<file path="src/ready_queue_policy_select_unit_macros.svh">
// Assertion macros shared by the ready queue policy select unit.
`ifndef READY_QUEUE_POLICY_SELECT_UNIT_MACROS_SVH
`define READY_QUEUE_POLICY_SELECT_UNIT_MACROS_SVH

// Same-cycle implication, disabled while reset is asserted.
`define RQPS_ASSERT_SAME(label, clk, rstn, ante, cons) \
    label: assert property (@(posedge clk) disable iff (!(rstn)) (ante) |-> (cons)) \
        else $error("rqps assertion failed");

// Next-cycle implication, disabled while reset is asserted.
`define RQPS_ASSERT_NEXT(label, clk, rstn, ante, cons) \
    label: assert property (@(posedge clk) disable iff (!(rstn)) (ante) |=> (cons)) \
        else $error("rqps assertion failed");

`endif

</file>
<file path="src/rqps_pkg.sv">
// Package with the types and constants of the ready queue policy select unit.
package rqps_pkg;

    localparam int QUEUE_DEPTH_DEF = 16;
    localparam int KEY_W = 16;
    localparam int OCC_W = 5;

    // Operation codes of an input word.
    localparam logic OP_ENQ = 1'b0;
    localparam logic OP_DEQ = 1'b1;

    // Status codes of a result word.
    localparam logic [1:0] ST_ENQ  = 2'd0;
    localparam logic [1:0] ST_DEQ  = 2'd1;
    localparam logic [1:0] ST_NONE = 2'd2;
    localparam logic [1:0] ST_FULL = 2'd3;

    // Dequeue policy codes.
    localparam logic [1:0] POL_FIFO  = 2'd0;
    localparam logic [1:0] POL_PRIO  = 2'd1;
    localparam logic [1:0] POL_TOTAL = 2'd2;
    localparam logic [1:0] POL_NEXT  = 2'd3;

    localparam logic [KEY_W-1:0] PRIO_TOP   = 16'd10;
    localparam logic [KEY_W-1:0] TIME_LIMIT = 16'd9999;

    typedef struct packed {
        logic        op;
        logic [7:0]  task_id;
        logic [3:0]  priority_req;
        logic [15:0] next_burst;
        logic [15:0] total_remaining;
    } in_word_t;

    typedef struct packed {
        logic [1:0]       status;
        logic [7:0]       out_task_id;
        logic [OCC_W-1:0] occupancy;
    } out_word_t;

    // One stored queue entry.
    typedef struct packed {
        logic [7:0]  task_id;
        logic [3:0]  prio;
        logic [15:0] next_burst;
        logic [15:0] total;
    } entry_t;

    // Control from the sequencer to the selection unit.
    typedef struct packed {
        logic       clear;
        logic       step;
        logic [1:0] policy;
    } pick_ctl_t;

endpackage

</file>
<file path="src/ready_queue_policy_select_unit.sv">
// Top level of the ready queue with a selectable dequeue policy.
//
//  Channel   Direction  Handshake          Word
//  s_        in         s_valid/s_ready    in_word_t: op, task id, priority, bursts
//  m_        out        m_valid/m_ready    out_word_t: status, task id, occupancy
//  cfg_      in         cfg_we             policy register, written without wait
//
// An enqueue, a dropped enqueue or a dequeue from an empty queue goes from acceptance to the
// result handoff state and then to the output register, at which point the unit is ready again.
// A dequeue reads the entry RAM once per entry to select, then once per entry behind the
// selected one to close the gap, and skips the close-up pass when no entry qualifies; the
// reads go one at a time through the single read port of the entry RAM.
// Reset is synchronous and active low and empties the queue at once; entry contents are
// never cleared. The unit takes no new word while it works on one or while a finished
// result waits behind an unread output word.
module ready_queue_policy_select_unit
    import rqps_pkg::*;
#(
    parameter int QUEUE_DEPTH = QUEUE_DEPTH_DEF
) (
    input  logic      aclk,
    input  logic      aresetn,
    input  logic      s_valid,
    output logic      s_ready,
    input  in_word_t  s_data,
    output logic      m_valid,
    input  logic      m_ready,
    output out_word_t m_data,
    input  logic      cfg_we,
    input  logic [1:0] cfg_wdata
);

`include "ready_queue_policy_select_unit_macros.svh"

    localparam int AW = $clog2(QUEUE_DEPTH);
    localparam int CW = $clog2(QUEUE_DEPTH + 1);

    // The sequencer: idle, selection walk, close-up pass, result handoff.
    typedef enum logic [3:0] {
        S_IDLE  = 4'b0001,
        S_SCAN  = 4'b0010,
        S_SHIFT = 4'b0100,
        S_DONE  = 4'b1000
    } state_t;

    state_t          state_reg, state_next;
    logic [CW-1:0]   count_reg, count_next;
    logic [CW-1:0]   ptr_reg, ptr_next;
    logic            rd_vld_reg, rd_vld_next;
    logic [AW-1:0]   rd_idx_reg, rd_idx_next;
    out_word_t       res_reg, res_next;
    logic            m_valid_reg, m_valid_next;
    out_word_t       m_data_reg, m_data_next;
    logic [1:0]      policy_reg;

    logic            accept;
    logic            walk_done;

    logic            ram_we;
    logic [AW-1:0]   ram_waddr;
    entry_t          ram_wdata;
    entry_t          ram_rdata;

    pick_ctl_t       pick_ctl;
    logic            pick_found;
    logic [AW-1:0]   pick_sel;
    logic [7:0]      pick_task;

    assign s_ready = (state_reg == S_IDLE);
    assign accept  = s_valid && s_ready;

    // Every read issued has come back and been consumed.
    assign walk_done = (ptr_reg == count_reg) && !rd_vld_reg;

    rqps_ram #(
        .WIDTH ($bits(entry_t)),
        .DEPTH (QUEUE_DEPTH)
    ) u_entry_ram (
        .aclk  (aclk),
        .we    (ram_we),
        .waddr (ram_waddr),
        .wdata (ram_wdata),
        .raddr (ptr_reg[AW-1:0]),
        .rdata (ram_rdata)
    );

    assign pick_ctl.clear  = accept;
    assign pick_ctl.step   = rd_vld_reg && (state_reg == S_SCAN);
    assign pick_ctl.policy = policy_reg;

    rqps_pick #(
        .DEPTH (QUEUE_DEPTH)
    ) u_pick (
        .aclk     (aclk),
        .aresetn  (aresetn),
        .ctl      (pick_ctl),
        .idx      (rd_idx_reg),
        .entry    (ram_rdata),
        .found    (pick_found),
        .sel      (pick_sel),
        .sel_task (pick_task)
    );

    // Entry RAM write port: an enqueue appends at the tail, the close-up pass moves each
    // entry behind the removed one down by one place as its read data returns.
    always_comb begin
        ram_we    = 1'b0;
        ram_waddr = count_reg[AW-1:0];
        ram_wdata.task_id    = s_data.task_id;
        ram_wdata.prio       = s_data.priority_req;
        ram_wdata.next_burst = s_data.next_burst;
        ram_wdata.total      = s_data.total_remaining;
        if (accept && (s_data.op == OP_ENQ) && (count_reg < CW'(QUEUE_DEPTH))) begin
            ram_we = 1'b1;
        end else if ((state_reg == S_SHIFT) && rd_vld_reg) begin
            ram_we    = 1'b1;
            ram_waddr = rd_idx_reg - AW'(1);
            ram_wdata = ram_rdata;
        end
    end

    always_comb begin
        state_next   = state_reg;
        count_next   = count_reg;
        ptr_next     = ptr_reg;
        rd_vld_next  = 1'b0;
        rd_idx_next  = rd_idx_reg;
        res_next     = res_reg;
        m_valid_next = m_valid_reg;
        m_data_next  = m_data_reg;

        if (m_valid_reg && m_ready) begin
            m_valid_next = 1'b0;
        end

        case (state_reg)
            S_IDLE: begin
                if (accept) begin
                    res_next.out_task_id = '0;
                    if (s_data.op == OP_ENQ) begin
                        if (count_reg < CW'(QUEUE_DEPTH)) begin
                            count_next         = count_reg + CW'(1);
                            res_next.status    = ST_ENQ;
                            res_next.occupancy = OCC_W'(count_reg + CW'(1));
                        end else begin
                            res_next.status    = ST_FULL;
                            res_next.occupancy = OCC_W'(count_reg);
                        end
                        state_next = S_DONE;
                    end else if (count_reg == '0) begin
                        res_next.status    = ST_NONE;
                        res_next.occupancy = OCC_W'(count_reg);
                        state_next         = S_DONE;
                    end else begin
                        ptr_next   = '0;
                        state_next = S_SCAN;
                    end
                end
            end
            S_SCAN: begin
                if (ptr_reg < count_reg) begin
                    ptr_next    = ptr_reg + CW'(1);
                    rd_vld_next = 1'b1;
                    rd_idx_next = ptr_reg[AW-1:0];
                end else if (walk_done) begin
                    if (pick_found) begin
                        ptr_next   = CW'(pick_sel) + CW'(1);
                        state_next = S_SHIFT;
                    end else begin
                        res_next.status      = ST_NONE;
                        res_next.out_task_id = '0;
                        res_next.occupancy   = OCC_W'(count_reg);
                        state_next           = S_DONE;
                    end
                end
            end
            S_SHIFT: begin
                if (ptr_reg < count_reg) begin
                    ptr_next    = ptr_reg + CW'(1);
                    rd_vld_next = 1'b1;
                    rd_idx_next = ptr_reg[AW-1:0];
                end else if (walk_done) begin
                    count_next           = count_reg - CW'(1);
                    res_next.status      = ST_DEQ;
                    res_next.out_task_id = pick_task;
                    res_next.occupancy   = OCC_W'(count_reg - CW'(1));
                    state_next           = S_DONE;
                end
            end
            S_DONE: begin
                // Hand the result to the output register once it is free.
                if (!m_valid_reg || m_ready) begin
                    m_valid_next = 1'b1;
                    m_data_next  = res_reg;
                    state_next   = S_IDLE;
                end
            end
            default: begin
                state_next = S_IDLE;
            end
        endcase
    end

    always_ff @(posedge aclk) begin
        if (!aresetn) begin
            state_reg   <= S_IDLE;
            count_reg   <= '0;
            ptr_reg     <= '0;
            rd_vld_reg  <= 1'b0;
            m_valid_reg <= 1'b0;
            policy_reg  <= POL_FIFO;
        end else begin
            state_reg   <= state_next;
            count_reg   <= count_next;
            ptr_reg     <= ptr_next;
            rd_vld_reg  <= rd_vld_next;
            m_valid_reg <= m_valid_next;
            if (cfg_we) begin
                policy_reg <= cfg_wdata;
            end
        end
    end

    always_ff @(posedge aclk) begin
        rd_idx_reg <= rd_idx_next;
        res_reg    <= res_next;
        m_data_reg <= m_data_next;
    end

    assign m_valid = m_valid_reg;
    assign m_data  = m_data_reg;

    // The fill count never passes the queue depth.
    `RQPS_ASSERT_SAME(a_count_bound, aclk, aresetn, 1'b1, count_reg <= CW'(QUEUE_DEPTH))

    // An enqueue into a queue with room grows the count by exactly one.
    `RQPS_ASSERT_NEXT(a_enq_grows, aclk, aresetn,
        accept && (s_data.op == OP_ENQ) && (count_reg < CW'(QUEUE_DEPTH)),
        count_reg == $past(count_reg) + CW'(1))

    // A selection made by the walk always points inside the filled part of the queue.
    `RQPS_ASSERT_SAME(a_sel_in_range, aclk, aresetn,
        (state_reg == S_SCAN) && walk_done && pick_found,
        CW'(pick_sel) < count_reg)

endmodule

</file>
<file path="src/rqps_ram.sv">
// Generic single-write, single-read RAM with registered read data.
module rqps_ram #(
    parameter int WIDTH = 8,
    parameter int DEPTH = 16,
    localparam int AW = (DEPTH > 1) ? $clog2(DEPTH) : 1
) (
    input  logic             aclk,
    input  logic             we,
    input  logic [AW-1:0]    waddr,
    input  logic [WIDTH-1:0] wdata,
    input  logic [AW-1:0]    raddr,
    output logic [WIDTH-1:0] rdata
);

    logic [WIDTH-1:0] mem [DEPTH];
    logic [WIDTH-1:0] rdata_reg;

    always_ff @(posedge aclk) begin
        if (we) begin
            mem[waddr] <= wdata;
        end
        rdata_reg <= mem[raddr];
    end

    assign rdata = rdata_reg;

endmodule

</file>
<file path="src/rqps_pick.sv">
// Shared compare unit that walks the entries one a cycle and keeps the selected one.
module rqps_pick
    import rqps_pkg::*;
#(
    parameter int DEPTH = QUEUE_DEPTH_DEF,
    localparam int AW = $clog2(DEPTH)
) (
    input  logic            aclk,
    input  logic            aresetn,
    input  pick_ctl_t       ctl,
    input  logic [AW-1:0]   idx,
    input  entry_t          entry,
    output logic            found,
    output logic [AW-1:0]   sel,
    output logic [7:0]      sel_task
);

    logic             found_reg;
    logic             taken_reg;
    logic [KEY_W-1:0] best_reg;
    logic [AW-1:0]    sel_reg;
    logic [7:0]       task_reg;

    logic [KEY_W-1:0] key;
    logic             key_lt;
    logic             key_gt;
    logic             upd;
    logic             take;

    always_comb begin
        case (ctl.policy)
            POL_PRIO:  key = KEY_W'(entry.prio);
            POL_TOTAL: key = entry.total;
            POL_NEXT:  key = entry.next_burst;
            default:   key = '0;
        endcase
    end

    assign key_lt = key < best_reg;
    assign key_gt = best_reg < key;

    always_comb begin
        upd  = 1'b0;
        take = 1'b0;
        case (ctl.policy)
            POL_FIFO: begin
                upd = !found_reg;
            end
            POL_PRIO: begin
                // A priority of exactly ten that becomes the running maximum ends the search.
                upd  = !taken_reg && (!found_reg || key_gt);
                take = upd && (key == PRIO_TOP);
            end
            POL_TOTAL, POL_NEXT: begin
                upd = (key <= TIME_LIMIT) && (!found_reg || key_lt);
            end
            default: begin
                upd = 1'b0;
            end
        endcase
    end

    always_ff @(posedge aclk) begin
        if (!aresetn) begin
            found_reg <= 1'b0;
            taken_reg <= 1'b0;
        end else if (ctl.clear) begin
            found_reg <= 1'b0;
            taken_reg <= 1'b0;
        end else if (ctl.step && upd) begin
            found_reg <= 1'b1;
            taken_reg <= take;
        end
    end

    always_ff @(posedge aclk) begin
        if (ctl.clear) begin
            best_reg <= '0;
        end else if (ctl.step && upd) begin
            best_reg <= key;
            sel_reg  <= idx;
            task_reg <= entry.task_id;
        end
    end

    assign found    = found_reg;
    assign sel      = sel_reg;
    assign sel_task = task_reg;

endmodule
</file>
<file path="config.mk">
export PLATFORM = sky130hd
export DESIGN_NAME = ready_queue_policy_select_unit
export DESIGN_NICKNAME = d
export VERILOG_FILES = /design/src/rqps_pkg.sv /design/src/ready_queue_policy_select_unit.sv /design/src/rqps_ram.sv /design/src/rqps_pick.sv
export VERILOG_INCLUDE_DIRS = /design/src /design/src/src
export SDC_FILE = /design/constraint.sdc
export NUM_CORES = 1
export LEC_CHECK = 0
export BUFFER_PORTS_ARGS = -buffer_cell sky130_fd_sc_hd__buf_2
export CORE_ASPECT_RATIO = 1.25
export CORE_MARGIN = 3
export CORE_UTILIZATION = 61
export CTS_CLUSTER_SIZE = 24
export DETAILED_ROUTE_END_ITERATION = 10
export PLACE_DENSITY = 0.84
export SETUP_SLACK_MARGIN = 0.05
export SLEW_MARGIN = 30
export SYNTH_ARGS = -nofsm -noshare
export SYNTH_HDL_FRONTEND = slang
export SYNTH_HIERARCHICAL = 1
export SYNTH_SLANG_ARGS = --single-unit
</file>
<file path="constraint.sdc">
create_clock -name aclk -period 7.7 [get_ports aclk]
set_input_delay 1.155 -clock aclk [delete_from_list [all_inputs] [get_ports aclk]]
set_output_delay 1.155 -clock aclk [all_outputs]
set_load 0.02 [all_outputs]
</file>
After elaboration in Yosys (flattened, before gate mapping)
Memories as Yosys holds them, arrays and structs flattened. A register that Yosys moved wholly into a read port is not among the register bits.
Index checks and enable logic that the tools add are counted.
{ "totals": {"input_bits": 52, "word_cells": 140, "output_inout_bits": 17, "reg_bits": 82, "n_memories": 1, "ramBits": 704} }
{ "classes": {"order_cmp": 5, "add_sub_neg": 5, "n_mux": 51, "n_reduce_logical": 34, "bitwise": 3, "eq_ne": 23} }
{ "memory_table": {"columns": ["memory", "depth", "width", "read_ports", "rd_ports_with_merged_regs", "write_ports", "line_no", "text"], "rows": [
  ["u_entry_ram.mem", 16, 44, 1, 1, 1, "rqps_ram.sv:15", "logic [WIDTH-1:0] mem [DEPTH];"]
]} }
{ "op_table": {"columns": ["operator", "n"], "rows": [
  ["2-to-1 mux 15 bit", 6],
  ["2-to-1 mux 44 bit", 2],
  ["2-to-1 mux 5 bit", 14],
  ["case mux 16 bit (3 select lines)", 1],
  ["case mux 15 bit (3 select lines)", 1],
  ["2-to-1 mux 4 bit", 11],
  ["< comparator 16 bit", 2],
  ["equality test 16 x 4 -> 1 bit, second input constant", 1],
  ["less-or-equal comparator 16 x 14 -> 1 bit, second input constant", 1],
  ["inequality test 2 bit, second input constant", 8],
  ["case mux 4 bit (4 select lines)", 1],
  ["case mux 5 bit (3 select lines)", 1],
  ["AND reduction 7 bit", 2],
  ["logical AND 1 bit", 11],
  ["adder 5 x 1 -> 5 bit, second input constant", 2],
  ["case mux 5 bit (2 select lines)", 1],
  ["2-to-1 mux 1 bit", 9],
  ["AND reduction 2 bit", 4],
  ["AND reduction 8 bit", 1],
  ["2-to-1 mux 2 bit", 3],
  ["inequality test 2 x 1 -> 1 bit, second input constant", 3],
  ["inequality test 3 x 2 -> 1 bit, second input constant", 2],
  ["AND reduction 6 bit", 1],
  ["OR reduction 2 bit", 3],
  ["other kinds (22)", 30]
]} }

Depth between registers and ports, before layout
Gate-level depths: netlist of run 1.
{ "logic_depth": {"word_depth": 8, "mapped_depth": 12, "depth_no_buf": 10} }

Modules after synthesis
Netlist of run 1, hierarchy kept.
{ "modules_own_cells": {"columns": ["mod", "seq_area_each_um2", "n_inst", "cells_each", "area_per_inst_um2"], "rows": [
  ["rqps_ram", 22021.1, 1, 1142, 27266.2],
  ["ready_queue_policy_select_unit", 1381.3, 1, 302, 3301.9],
  ["rqps_pick", 720.7, 1, 191, 1985.7]
]} }

Least setup slack after synthesis of run 1
Ideal clock, no wire load.
{ "synth_path": {"path_kind": "input-to-reg", "from": "input port s_data[44] (netlist bit)", "to": "memory u_entry_ram/mem[0][0] (netlist bit) (enable)", "required_time_ns": 7.200, "stages": 4, "path_buffers": 1, "setup_slack_ns": 1.969, "setup_ns": 0.500, "arrival_time_ns": 5.231, "path_cell_list": "clkbuf_1 > o31ai_1 > or3b_2 > nor3_1"} }
{ "synth_between": {"elab_chain_len": 6, "elab_cells_between_ends": 7, "classes_between": "4 x mux; 1 x bitwise; 2 x reduce/logical"} }
{ "synth_lines": {"columns": ["element", "line_no", "text"], "rows": [
  ["start: declaration", "ready_queue_policy_select_unit.sv:25", "input in_word_t s_data,"],
  ["inverter 1 bit", null, null],
  ["logical AND 1 bit (2 in a row)", "ready_queue_policy_select_unit.sv:113", "if (accept && (s_data.op == OP_ENQ) && (count_reg < CW'(QUEUE_DEPTH))) begin"],
  ["2-to-1 mux 1 bit", "ready_queue_policy_select_unit.sv:113", null],
  ["via ram_we", "ready_queue_policy_select_unit.sv:59", "logic ram_we;"],
  ["2-to-1 mux 1 bit", "rqps_ram.sv:19", "if (we) begin"],
  ["2-to-1 mux 1 bit (implied by the code)", "rqps_ram.sv:20", "mem[waddr] <= wdata;"],
  ["end: declaration", "rqps_ram.sv:15", null]
]} }
The timed path passes the listed nets, and every way through them passes these cells.

Final worst setup path of run 1
{ "layout_path": {"from": "register state_reg[2]", "to": "memory u_entry_ram/mem[0][31] (netlist bit) (enable)"} }
{ "layout_between": {"elab_cells_between_ends": 12, "classes_between": "2 x eq/ne; 6 x mux; 4 x reduce/logical"} }
{ "layout_rtl": {"columns": ["element", "line_no", "text"], "rows": [
  ["start: declaration", "ready_queue_policy_select_unit.sv:46", "state_t state_reg, state_next;"],
  ["start signal: assignment", "ready_queue_policy_select_unit.sv:213", "state_reg <= state_next;"],
  ["equality test 4 x 1 -> 1 bit", "ready_queue_policy_select_unit.sv:69", "assign s_ready = (state_reg == S_IDLE);"],
  ["logical AND 1 bit", "ready_queue_policy_select_unit.sv:70", "assign accept = s_valid && s_ready;"],
  ["logical AND 1 bit (2 in a row)", "ready_queue_policy_select_unit.sv:113", null],
  ["2-to-1 mux 4 bit (*)", "ready_queue_policy_select_unit.sv:113", null],
  ["via ram_waddr[2]", "ready_queue_policy_select_unit.sv:60", "logic [AW-1:0] ram_waddr;"]
]} }
Mark *: on every way through the listed nets, which the timed path passes. The rest lies on a longest branch.

==> results of run 1 <==
per-stage QoR:
step | power (W) | cell area, um2 | util (%) | worst slack, ns | instances
4_1_cts | 0.009058 | 36020 | 68.35 | 2.860 | 2460
5_1_grt | 0.009249 | 36020 | 68.36 | 2.930 | 2460
3_3_place_gp | 0.005444 | 33600 | 63.77 | 3.242 | 2322
6_report | 0.009021 | 36020 | 68.36 | 3.068 | 2460
3_5_place_dp | 0.005462 | 33630 | 63.82 | 3.089 | 2323
2_1_floorplan | 0.005319 | 32550 | - | 1.969 | 1635
power by group:
group	internal [W]	switching [W]	total (W)
registers	0.00497	0.0000731	0.00504
logic	0.000123	0.000215	0.000338
clock network	0.00206	0.00158	0.00364
total	0.00715	0.00187	0.00902
cells in the mapped netlist (4+ instances only):
cell,number
xnor2_1,5
clkbuf_1,36
mux2_2,65
and2b_1,4
and2_1,14
a21oi_1,27
xor2_1,5
dfxtp_1,80
nand2b_1,7
o21ai_1,4
nor2_1,47
mux2i_1,6
edfxtp_1,750
o21ai_0,14
a22oi_1,91
buf_2,10
buf_6,15
buf_4,12
nor3_1,11
a211oi_1,7
nor4_1,4
ha_1,27
nor2b_1,17
mux2_4,6
buf_1,8
o211ai_1,4
nand4_1,6
inv_1,13
nand3_1,8
nand2_1,85
mux4_2,176
o31ai_1,5
final timing paths:
check | to | slack (ns) | depth (start not counted)
worst min-delay path | m_data[12] | 0.42 | 0
worst min register to register | m_data[12] | 0.42 | 0
worst max register to register | u_entry_ram/mem[0][31] | 3.07 | 8
worst max-delay path | u_entry_ram/mem[0][31] | 3.07 | 8
layer usage:
metal | vias up | track usage [%] | part of all wire, %
met1 | 8632 | 37.74 | 35
met5 | - | 0 | 0.017
met2 | 1113 | 46.26 | 50
met4 | 2 | 13.17 | 4.6
li1 | 6895 | - | -
met3 | 252 | 5.464 | 10
cells by family (layout without fill, tap and decap cells):
group                      Yosys count  in the layout  share of synthesized area (%)
DFF                                830            830                          74.10
muxes                              254            254                          14.92
and+or+nand+nor                    238            238                          3.893
AOI/OAI and AO/OA                  178            178                          4.051
buffers and inverters               98            251                          1.726
adders and majority gates           27             27                          1.038
xor gates and xnor gates            10             10                         0.2690
placed cells by master (no fill, tap or decap), types with 13 or more instances in the layout:
master,netlist,final
a21oi_1,27,27
nor2_4,0,13
clkbuf_1,36,23
buf_2,10,68
inv_1,13,13
a22oi_1,91,91
mux4_2,176,176
mux2_2,65,65
nor2_1,47,33
and2_1,14,13
ha_1,27,27
clkbuf_16,0,78
nand2_1,85,85
dfxtp_1,80,78
buf_4,12,27
edfxtp_1,750,750
nor2b_1,17,15
area by class of cell:
type	count	area, um2	area share (%)
flip-flops and latches	830	24130	66.99
multi-input cells	707	8010	22.24
clock buffers	107	2121	5.888
well taps	672	840.8	2.334
repair buffers	100	599.3	1.664
clock inverters	30	265.3	0.7364
inverters	14	52.55	0.1459
==> summary.txt, run 1 <==
Place
  • Placer Congestion: 0.8674
  • Number of port buffers: 68
  • Placed wire-length estimate: 39.77 mm

Setup path
  • Crit Path Category: reg2reg
  • CP delay by family, top: simple AND/OR/NAND/NOR gates
  • Buffers and inverters on the worst path: 3
  • Data required, critical path: 7.93 ns
  • Worst Setup SP: state_reg[2]
  • Most frequent CP cell: buf_4
  • Critical Path AT: 4.86 ns
  • Slowest CP cell: buf_4
  • Critical R2R Launch: state_reg[2]
  • Worst Path Max Fanout: 46
  • Worst setup SP type: register
  • Crit-path max cell delay: 0.74 ns
  • CP Cell Sequence: nor4b_2, buf_4, nand2_2, buf_4, a21oi_1, or3b_2, nor3_2, buf_4
  • Setup crit end kind: register

Final layout
  • Area grow syn2layout: 10.65%
  • Nets: 1,807
  • Ratio of cells with drive above 1 in the final layout: 28.02%
  • Diodes inserted: 0
  • Max reg flops: 704
  • Filler cells: 3,074

Logic synthesis
  • Cells after synthesis: 1,635
  • Dominant synthesized flop cell: edfxtp_1
  • Post-synth EDFFs: 750
  • Synthesized Nets: 1,714
  • Mapped Avg Cell Area: 19.91 um2
  • Synthesized area: 32,550 um2
  • Netlist cell types: 81
  • Synth warn: 6
  • Cell taking the most area after synthesis: edfxtp_1
  • Synth top area cells: edfxtp_1 69%, mux4_2 12%, dfxtp_1 4.9%, mux2_2 2.2%, a22oi_1 2.1%
  • Seq/Total Area, Yosys: 74.10%
  • Seq cells post-synth: 830
  • Top-area cell type share of the netlist area: 69.18%
  • Synth async-reset ratio: 0%

Clock network
  • Worst-path clk slew: 0.06 ns
  • CTS tree: done
  • TritonCTS buffer count: 75
  • # H-tree levels: 3
  • Sink Count: 830
  • CTS root buf: clkbuf_16
  • CTS resizes: 0
  • Postcts setup bufs: 0
  • Clock buffer depth: 3
  • Worst-Skew Late Latency: 0.62 ns
  • Cts hold-fix bufs: 0

Floorplan
  • Die W: 212.6 um
  • Die Y-Extent: 264.3 um
  • Core area: 52,690 um2
  • Initial core utilization: 61.78%
  • Num ports: 69
  • Row count: 94
  • Total Die Area: 56,190 um2

Timing
  • Peak Freq: 0.2159 GHz
  • Final Hold Fails: 0
  • Minimum clock period: 4.632 ns
  • Setup-failing EPs final: 0
  • Hold WS: 0.4201 ns
  • Tcrit/Tclk final: 60.15%
  • Layout Skew: 0.03042 ns
  • Slew HR: 33.78%
  • Slew @ Worst Pin: 0.9909 ns
  • Final Max Slew Viols: 0
  • RSZ-0062 raised after global routing: no
  • Final setup TNS: 0 ns

Global route
  • Vias in the first global route: 17.70k
  • Pin count of the biggest net entering global routing: 73
  • First-pass GRT wire length: 115.9 mm
  • Initial antenna violation count: 2
  • GRT Total Usage: 28.44%
  • Gr ovfl total: 0

Drt
  • Routed Antenna Nets: 0
  • Via count: 16.89k
  • First DRT Iteration DRCs: 1,999
  • Routed Wire Length: 77.31 mm
  • Via-to-Cell Ratio: 6.867
  • DRC: 0
  • Wire per inst: 31.43 um
  • DRT Pass-1 Iters: 5

Outcome
  • Status: completed

Pwr
  • Pwr/cell area: 250.5 nW/um2
  • Leakage: 11.49 nW
  • VDD IR max: 150.7 uV

Worst hold path
  • Worst hold path type: reg2reg
  • Hold Path Origin: res_reg[12]

Run
  • MaxCap Viol Count: 0
(Power assumes the default switching activity.)
==> run 2: changes to the inputs <==
==> constraint.sdc (replaced) <==
create_clock -name aclk -period 4.3 [get_ports aclk]
set_input_delay 0.645 -clock aclk [delete_from_list [all_inputs] [get_ports aclk]]
set_output_delay 0.645 -clock aclk [all_outputs]
set_load 0.02 [all_outputs]
==> run 2 against run 1 <==
Compared with the run above: design area grew 0.99%; sequential power up 79%; sequential share of layout area shrank 0.66 points; non-clock buffer count rose by 26; critical path type unchanged; highest routed layer unchanged.
==> summary.txt, run 2 (same netlist as run 1, synthesis figures left out) <==
Global route
  • Met1 usage: 36.38% (was 37.74%)
  • First-pass GRT wire length: 114.4 mm (was 115.9 mm)
  • Vias in the first global route: 17.88k (was 17.70k)
  • Pin count of the biggest net entering global routing: 75 (was 73)
  • Initial antenna violation count: 1 (was 2)
  • Met2 GRT Util: 44.95% (was 46.26%)
  • GRT Total Usage: 28.06% (was 28.44%)
  • Met3 Use GR: 5.511% (was 5.464%)
  • Gr ovfl total: 0 (unchanged)
  • GR peak layer: met2 (unchanged)

Timing
  • Final setup TNS: 0 ns (unchanged)
  • Tcrit/Tclk final: 87.26% (was 60.15%)
  • Slew HR: 36.21% (was 33.78%)
  • Slew @ Worst Pin: 0.9546 ns (was 0.9909 ns)
  • Final Hold Fails: 0 (unchanged)
  • Setup-failing EPs final: 0 (unchanged)
  • Final Max Slew Viols: 0 (unchanged)
  • Peak Freq: 0.2665 GHz (was 0.2159 GHz)
  • RSZ-0062 raised after global routing: no (unchanged)
  • Layout Skew: 0.02999 ns (was 0.03042 ns)
  • Minimum clock period: 3.752 ns (was 4.632 ns)
  • Fin worst setup slack: 0.5479 ns (was 3.068 ns)

Setup path
  • Worst Path Max Fanout: 18 (was 46)
  • Reg-to-reg slack, setup: 0.55 ns (was 3.07 ns)
  • Setup crit end kind: register (unchanged)
  • Critical R2R Launch: policy_reg[0] (was state_reg[2])
  • Crit-path max cell delay: 0.74 ns (about the same)
  • Worst setup SP type: register (unchanged)
  • Crit Path Category: reg2reg (unchanged)
  • Buffers and inverters on the worst path: 2 (was 3)
  • Slowest CP cell: dfxtp_1 (was buf_4)
  • Data required, critical path: 4.62 ns (was 7.93 ns)
  • CP delay by family, top: simple AND/OR/NAND/NOR gates (unchanged)
  • Most frequent CP cell: buf_4 (unchanged)
  • Worst r2r dst: u_pick/sel_task[4] (was u_entry_ram/mem[0][31])
  • R2R depth: 11 (was 8)
  • Critical Path AT: 4.07 ns (was 4.86 ns)
  • CP Cell Sequence: mux2_1, nand2_1, ha_1, a21oi_1, o21ai_0, or4b_2, nor3_1, a221oi_4, buf_4, nor2_1, buf_4 (was nor4b_2, buf_4, nand2_2, buf_4, a21oi_1, or3b_2, nor3_2, buf_4)

Clock network
  • Clock buffer depth: 3 (unchanged)
  • CTS tree: done (unchanged)
  • Postcts setup bufs: 0 (unchanged)
  • CTS resizes: 0 (unchanged)
  • TritonCTS buffer count: 75 (unchanged)
  • Worst-Skew Late Latency: 0.63 ns (was 0.62 ns)
  • Sink Count: 830 (unchanged)
  • CTS root buf: clkbuf_16 (unchanged)
  • Cts hold-fix bufs: 0 (unchanged)
  • Worst-path clk slew: 0.06 ns (about the same)
  • # H-tree levels: 3 (unchanged)

Pwr
  • Pwr/cell area: 451.0 nW/um2 (was 250.5 nW/um2)
  • Power Total: 0.01640 W (was 0.009021 W)
  • Leakage: 11.71 nW (was 11.49 nW)
  • VDD IR max: 328.3 uV (was 150.7 uV)

Final layout
  • Ratio of cells with drive above 1 in the final layout: 29.66% (was 28.02%)
  • Multi-input gate area: 8019 um2 (was 8010 um2)
  • Filler cells: 3,043 (was 3,074)
  • Reg area: 24,130 um2 (unchanged)
  • Max reg flops: 704 (unchanged)
  • Highest-count cells in the layout ignoring fill and taps: 750 x edfxtp_1, 176 x mux4_2, 91 x a22oi_1, 85 x nand2_1, 79 x clkbuf_16 (was 750 x edfxtp_1, 176 x mux4_2, 91 x a22oi_1, 85 x nand2_1)
  • Nets: 1,833 (was 1,807)
  • Diodes inserted: 0 (unchanged)
  • Finished Cell Area: 36,380 um2 (was 36,020 um2)
  • Core Util, Final: 69.04% (was 68.36%)
  • Area grow syn2layout: 11.74% (was 10.65%)
  • Most common cell after layout, fill and taps aside: edfxtp_1 (unchanged)

Floorplan
  • Initial core utilization: 61.78% (unchanged)
  • Row count: 94 (unchanged)
  • Die Y-Extent: 264.3 um (unchanged)
  • Num ports: 69 (unchanged)
  • Total Die Area: 56,190 um2 (unchanged)
  • Core area: 52,690 um2 (unchanged)
  • Die W: 212.6 um (unchanged)

Drt
  • DRC: 0 (unchanged)
  • First DRT Iteration DRCs: 1,994 (was 1,999)
  • DRT Pass-1 Iters: 6 (was 5)
  • Wire per inst: 30.71 um (was 31.43 um)
  • Via-to-Cell Ratio: 6.846 (was 6.867)
  • Routed Antenna Nets: 0 (unchanged)
  • Via count: 17.02k (was 16.89k)
  • Routed Wire Length: 76.34 mm (was 77.31 mm)

Outcome
  • Status: completed (unchanged)

Place
  • Area post-placement: 33,870 um2 (was 33,630 um2)
  • Placer Congestion: 0.8567 (was 0.8674)
  • Number of port buffers: 68 (unchanged)
  • Worst slack at placement: 0.6975 ns (was 3.089 ns)
  • Placed wire-length estimate: 41.62 mm (was 39.77 mm)

Worst hold path
  • Hold Path End: policy_reg[0] (was m_data[12])
  • Hold Path Origin: cfg_wdata[0] (was res_reg[12])
  • Worst hold path type: in2reg (was reg2reg)
  • Hold Path Stages: 3 (was 0)

Run
  • MaxCap Viol Count: 0 (unchanged)
run 2: worst reg2reg max path: cells and delay by family (launching register included):
| kind | cells | cell delay, ns |
|---|---|---|
| compound gates | 3 | 0.34 |
| fa+ha+maj | 1 | 0.29 |
| buf+inv | 2 | 0.42 |
| flops | 1 | 0.74 |
| mux | 1 | 0.40 |
| simple gates | 4 | 1.27 |
run 2: power breakdown:
group / internal [W] / leakage [nW] / switching (W)
Clock: 0.00387 / 1.23 / 0.00289
Combinational: 0.000227 / 3.05 / 0.000400
Sequential: 0.00890 / 7.43 / 0.000118
run 2: worst max-delay path by stage:
stage | startpoint | endpoint | slack (ns) | cells after the start
final | policy_reg[0] | u_pick/sel_task[4] | 0.55 | 11
after global routing | policy_reg[0] | u_pick/sel_task[3] | 0.38 | 11
after CTS | state_reg[0] | u_entry_ram/mem[14][23] | 0.62 | 7
after detailed placement | policy_reg[0] | u_pick/sel_task[3] | 0.70 | 11
after global placement | state_reg[0] | u_entry_ram/mem[14][20] | 0.49 | 7
after floorplan | state_reg[0] | u_entry_ram/mem[4][0] | -1.11 | 8
run 2: layout make-up:
type,instances,area share (%)
tap,672,2.311
sequential,830,66.34
clock buffer,102,5.865
multi-input combinational,707,22.04
clock inverter,35,1.018
inverter,14,0.1445
timing repair buffer,126,2.280
run 2: metrics by stage:
step	std cells	hold slack (ns)
after global routing	2486	0.3055
after CTS	2486	0.2725
after floorplan	1635	0.4003
final	2486	0.3054
after global placement	2349	0.4025
after detailed placement	2349	0.4045
run 2: per-layer routing:
metal | routed length, um | share of wire, % | vias up
met1 | 26170 | 34 | 8632
met5 | 13 | 0.017 | -
met4 | 4541 | 5.9 | 2
met3 | 7709 | 10 | 298
li1 | - | - | 6947
met2 | 37900 | 50 | 1140
